**config.mk**
```make
export PLATFORM = sky130hd
export DESIGN_NAME = hbt_ram
export DESIGN_NICKNAME = d
export VERILOG_FILES = /design/src/design/hbt_ram.sv
export SDC_FILE = /design/constraint.sdc
export NUM_CORES = 2
export LEC_CHECK = 0
export ABC_AREA = 1
export BUFFER_PORTS_ARGS = -buffer_cell sky130_fd_sc_hd__buf_4
export CORE_MARGIN = 2
export CORE_UTILIZATION = 50
export CTS_BUF_LIST = sky130_fd_sc_hd__clkbuf_16
export CTS_CLUSTER_SIZE = 16
export DETAILED_ROUTE_END_ITERATION = 8
export MAX_ROUTING_LAYER = met4
export PLACE_DENSITY = 0.65
export SLEW_MARGIN = 20
export SYNTH_ARGS = -nofsm -noshare
export SYNTH_HDL_FRONTEND = slang
export SYNTH_SLANG_ARGS = --single-unit
```
**constraint.sdc**
```tcl
create_clock -name clk -period 3.8 [get_ports clk]
set_input_delay 0.38 -clock clk [delete_from_list [all_inputs] [get_ports clk]]
set_output_delay 0.38 -clock clk [all_outputs]
set_load 0.03 [all_outputs]
```
**src/design/hbt_ram.sv**
```systemverilog
// Generic simple dual-port RAM: one write port, one read port, registered read.
// Read during write to the same address returns the old data.
// No dependencies.
`timescale 1ns / 1ps

module hbt_ram #(
  parameter int WIDTH = 1,
  parameter int DEPTH = 2048,
  parameter int AW    = (DEPTH > 1) ? $clog2(DEPTH) : 1
) (
  input  logic             clk,
  input  logic             we,
  input  logic [AW-1:0]    waddr,
  input  logic [WIDTH-1:0] wdata,
  input  logic [AW-1:0]    raddr,
  output logic [WIDTH-1:0] rdata
);

  logic [WIDTH-1:0] mem [DEPTH];

  // Write port
  always_ff @(posedge clk) begin
    if (we) begin
      mem[waddr] <= wdata;
    end
  end

  // Registered read port
  always_ff @(posedge clk) begin
    rdata <= mem[raddr];
  end

endmodule

```
Yosys cells after proc, flatten, opt, wreduce, memory -nomap -nowiden
Memories as Yosys holds them, arrays and structs flattened. A register that Yosys moved wholly into a read port is not among the register bits.
Cells that the tools add are included.
W data, S select, Z words.
- word-level logic and storage cells: 3
- RAM bits: 2048
- memories: 1
- register bits after elaboration: 0
- muxes and demuxes: 2
- memory list (memory ; words ; bits a word ; rd ports ; clocked after Yosys merged registers in ; wr ports ; line ; RTL):
    mem ; 2048 ; 1 ; 1 ; 1 ; 1 ; 19 ; logic [WIDTH-1:0] mem [DEPTH];
- operators with widths (cell ; number):
    $mux W1 ; 2

Depth between registers and ports, before layout
- depth in word-level cells: 2
- mapped depth: 17

Least setup slack after synthesis
No wires, ideal clock.
- kind: input to register
- start: input port raddr[0]
- end: register rdata, read port of mem
- arrival: 1749 ps
- stages: 16
- setup slack: 1938 ps
- setup time: 113 ps
- path buffers: 4
- cells stage by stage: buf_4 -> buf_6 -> buf_4 -> buf_2 -> a21oi_1 -> o21ai_0 -> nand3_1 -> nand3_1 -> nand3_1 -> nand3_1 -> nand3_1 -> nand3_1 -> nand3_1 -> nand3_1 -> nand3_1 -> nand2_1
- RTL lines (what ; line ; RTL):
    start: declaration ; 15 ; input logic [AW-1:0] raddr,
    end: declaration ; 16 ; output logic [WIDTH-1:0] rdata

==> results.py <==
metrics = {
    "sta": {
        "fin_worst_skew_ns": 0.0656,
        "max_freq_mhz": 266,
        "rsz0062_at_grt": "no",
        "tightest_slew_ns": 1.16,
        "final.setup.tns_ns": 0,
        "period_minus_slack_ns": 3.76,
        "post-route-period-util": 0.990,
        "timing.final.ws_setup_ns": 0.0369,
        "whs_ns": 0.142,
        "setup_viol": 0,
        "relSlewSlack": 0.226,
        "slew_violations": 0,
        "hold_viol_final": 0,
    },
    "worst_setup_path": {
        "endpoint_kind": "register",
        "path_common_cell": "nand3_1",
        "cp_slowest_stage_delay_ns": 0.56,
        "cp-start-kind": "primary input",
        "worst_ep_arrival_time_ns": 4.50,
        "worst-setup-path-type": "in -> reg",
        "cp_cell_sequence": "buf_8 -> inv_16 -> buf_12 -> nand2_1 -> nand3_1 -> nand3_1 -> nand3_1 -> nand3_1 -> nand3_1 -> nand3_1 -> nand3_1 -> nand3_1 -> nand3_1 -> nand3_1 -> dlygate4sd3_1 -> nand2_1 -> dlygate4sd3_1",
        "rrSetupSlack_ns": 0.37,
        "crit_slowest_cell": "dlygate4sd3_1",
        "required_ns": 4.54,
        "crit_fanout": 93,
    },
    "detailed_routing": {
        "wl_per_cell_um": 24.9,
        "vias": 69778,
        "route.top_layer_used": "met4",
        "drt_iter0_markers": 10300,
        "route.met3.wl_um": 32900,
        "drc": 0,
        "antenna_left": 0,
        "route.met2.wl_um": 132000,
        "wl_met1_um": 109000,
        "via_per_inst": 6.09,
        "first_pass_iters": 6,
        "wl_um": 286000,
    },
    "pwr": {
        "seqPwrFrac": 0.513,
        "p_clk_frac": 0.424,
        "p_per_area_nw_per_um2": 478,
        "internal_power_mw": 37.2,
        "peakVddDrop_mv": 0.404,
        "netSwitchingPower_mw": 11.2,
        "leakage_nw": 33.7,
        "power_frac_comb": 0.063,
        "swShare": 0.231,
    },
    "place": {
        "place_inst": 11070,
        "place_area_um2": 94500,
        "gp_congestion": 0.848,
        "io_buffers": 25,
        "hpwl_um": 141000,
        "preCtsSetupSlack_ns": 0.367,
    },
    "cts": {
        "cts_max_level": 4,
        "clockBufferDepth": 3,
        "cts_made_buffers": 210,
        "cts-root-buf": "clkbuf_16",
        "cts.sinks": 2049,
        "cts_tree": "done",
        "worstSkewPairLatency_ns": 0.85,
        "clkTransAtPathRegs_ns": 0.06,
    },
    "final_layout": {
        "fin_area_um2": 101000,
        "layout.nets": 8925,
        "area_delta_synth_final_pct": 10.4,
        "layout.cells.non_filler": 11461,
        "drive_above_1_share": 0.0690,
    },
    "global_route": {
        "antenna_found_initial": 8,
        "grt_pass1_wl_um": 420000,
        "overflow": 0,
        "grt_max_degree": 177,
        "grtUsageTotal": 0.311,
        "first_global_vias": 65689,
    },
    "synthesis": {
        "yosysTopAreaCellShare": 0.670,
        "syn_inst": 9246,
        "synth_largest_area_cell": "edfxtp_1",
        "seq_area_frac_synth": 0.670,
        "syn-num-nets": 9271,
        "synth_top_cells_by_area": "edfxtp_1 (67%), nand3_1 (11%), nand2_1 (8.8%), nor2_1 (8.5%), clkbuf_1 (1.9%)",
        "synth_warnings": 0,
        "ys_types": 19,
        "synth_area_um2": 91800,
        "syn_avg_cell_area_um2": 9.93,
        "ys_ff_latch": 2049,
    },
    "floorplan": {
        "die_x_um": 432,
        "initial_core_util": 0.502,
        "die_y_um": 432,
        "coreArea_um2": 183000,
        "die_area_um2": 187000,
        "row_count": 157,
        "io_pins": 26,
    },
    "run": {
        "drv_cap": 0,
    },
    "hold_path": {
        "min_path_type": "in -> reg",
    },
    "run_status": {
        "outcome": "complete, no violations",
    },
}
[final timing paths]
path	cells after the start	endpoint	startpoint
max	17	rdata	raddr[0]
min	1	mem[1486]	wdata
max reg2reg	14	rdata	mem[1038]
min reg2reg	13	rdata	mem[436]
[final cells by class]
| type | instances | area, µm² |
|---|---|---|
| diodes | 7 | 17.5 |
| fillers | 15717 | 81300 |
| multi-input cells | 6302 | 26600 |
| flip-flops and latches | 2049 | 61500 |
| clock buffers | 213 | 5330 |
| inverters | 58 | 256 |
| repair buffers | 279 | 3210 |
| well taps | 2385 | 2980 |
| clock inverters | 168 | 1440 |
[flip-flops by register name (all words and copies together), names as in the netlist]
signal / flops
rdata: 1
mem: 2048
[synthesized netlist by cell type (all sizes together)]
| cell | count |
|---|---|
| nand2 | 2146 |
| nor2 | 2087 |
| edfxtp | 2048 |
| nand3 | 2046 |
| clkbuf | 464 |
| buf | 373 |
| inv | 58 |
| nor3 | 18 |
| o21ai | 3 |
| a21oi | 1 |
| dfxtp | 1 |
| o22ai | 1 |
[worst max-delay path: cells and delay by family]
kind          cells  cell delay (ns)
simple gates     12             1.88
buf+inv           5             2.09
[placed cells by master (no fill, tap or decap), drive strengths merged]
master       instances
bufinv              22
nand2             2146
edfxtp            2048
nor3                18
diode                7
dlygate4sd3          3
dfxtp                1
o21ai                3
nand3             2046
clkbuf             213
buf                276
a21oi                1
clkinv              92
o22ai                1
clkinvlp             3
nor2              2087
inv                109
[through the flow]
stage,power [mW],util
2_1_floorplan,27.0,-
3_3_place_gp,28.3,0.517
3_5_place_dp,28.3,0.517
4_1_cts,48.5,0.554
5_1_grt,49.6,0.555
6_report,48.4,0.555
[routing by layer]
metal  up-vias  GRT usage
met2      4211      0.477
met5         -          -
li1      30598          -
met1     34231      0.415
met3       738     0.0512
met4         0      0.126
[power groups by stage]
stage / clock network, mW / registers (mW) / logic, mW
floorplan: 0 / 25.4 / 1.62
global route: 21.5 / 24.9 / 3.25
detailed placement: 0 / 25.3 / 2.97
finish: 20.5 / 24.9 / 3.06
CTS: 20.7 / 24.9 / 2.99
global placement: 0 / 25.3 / 2.95
[repair_timing]
action / in CTS / in global routing
resized for setup: 0 / 1
hold buffers: 3 / 0
hold endpoints to repair: 1 / 0
setup buffers: 0 / 0
endpoints found under the setup margin: 0 / 1
[kinds of logic after synthesis]
logic type,count (synthesis),share of synthesized area
buf+inv,895,0.0436
compound gates,5,0.000286
simple gates,6297,0.286
flops,2049,0.670
Note: power is estimated with default switching activity, not from simulation.
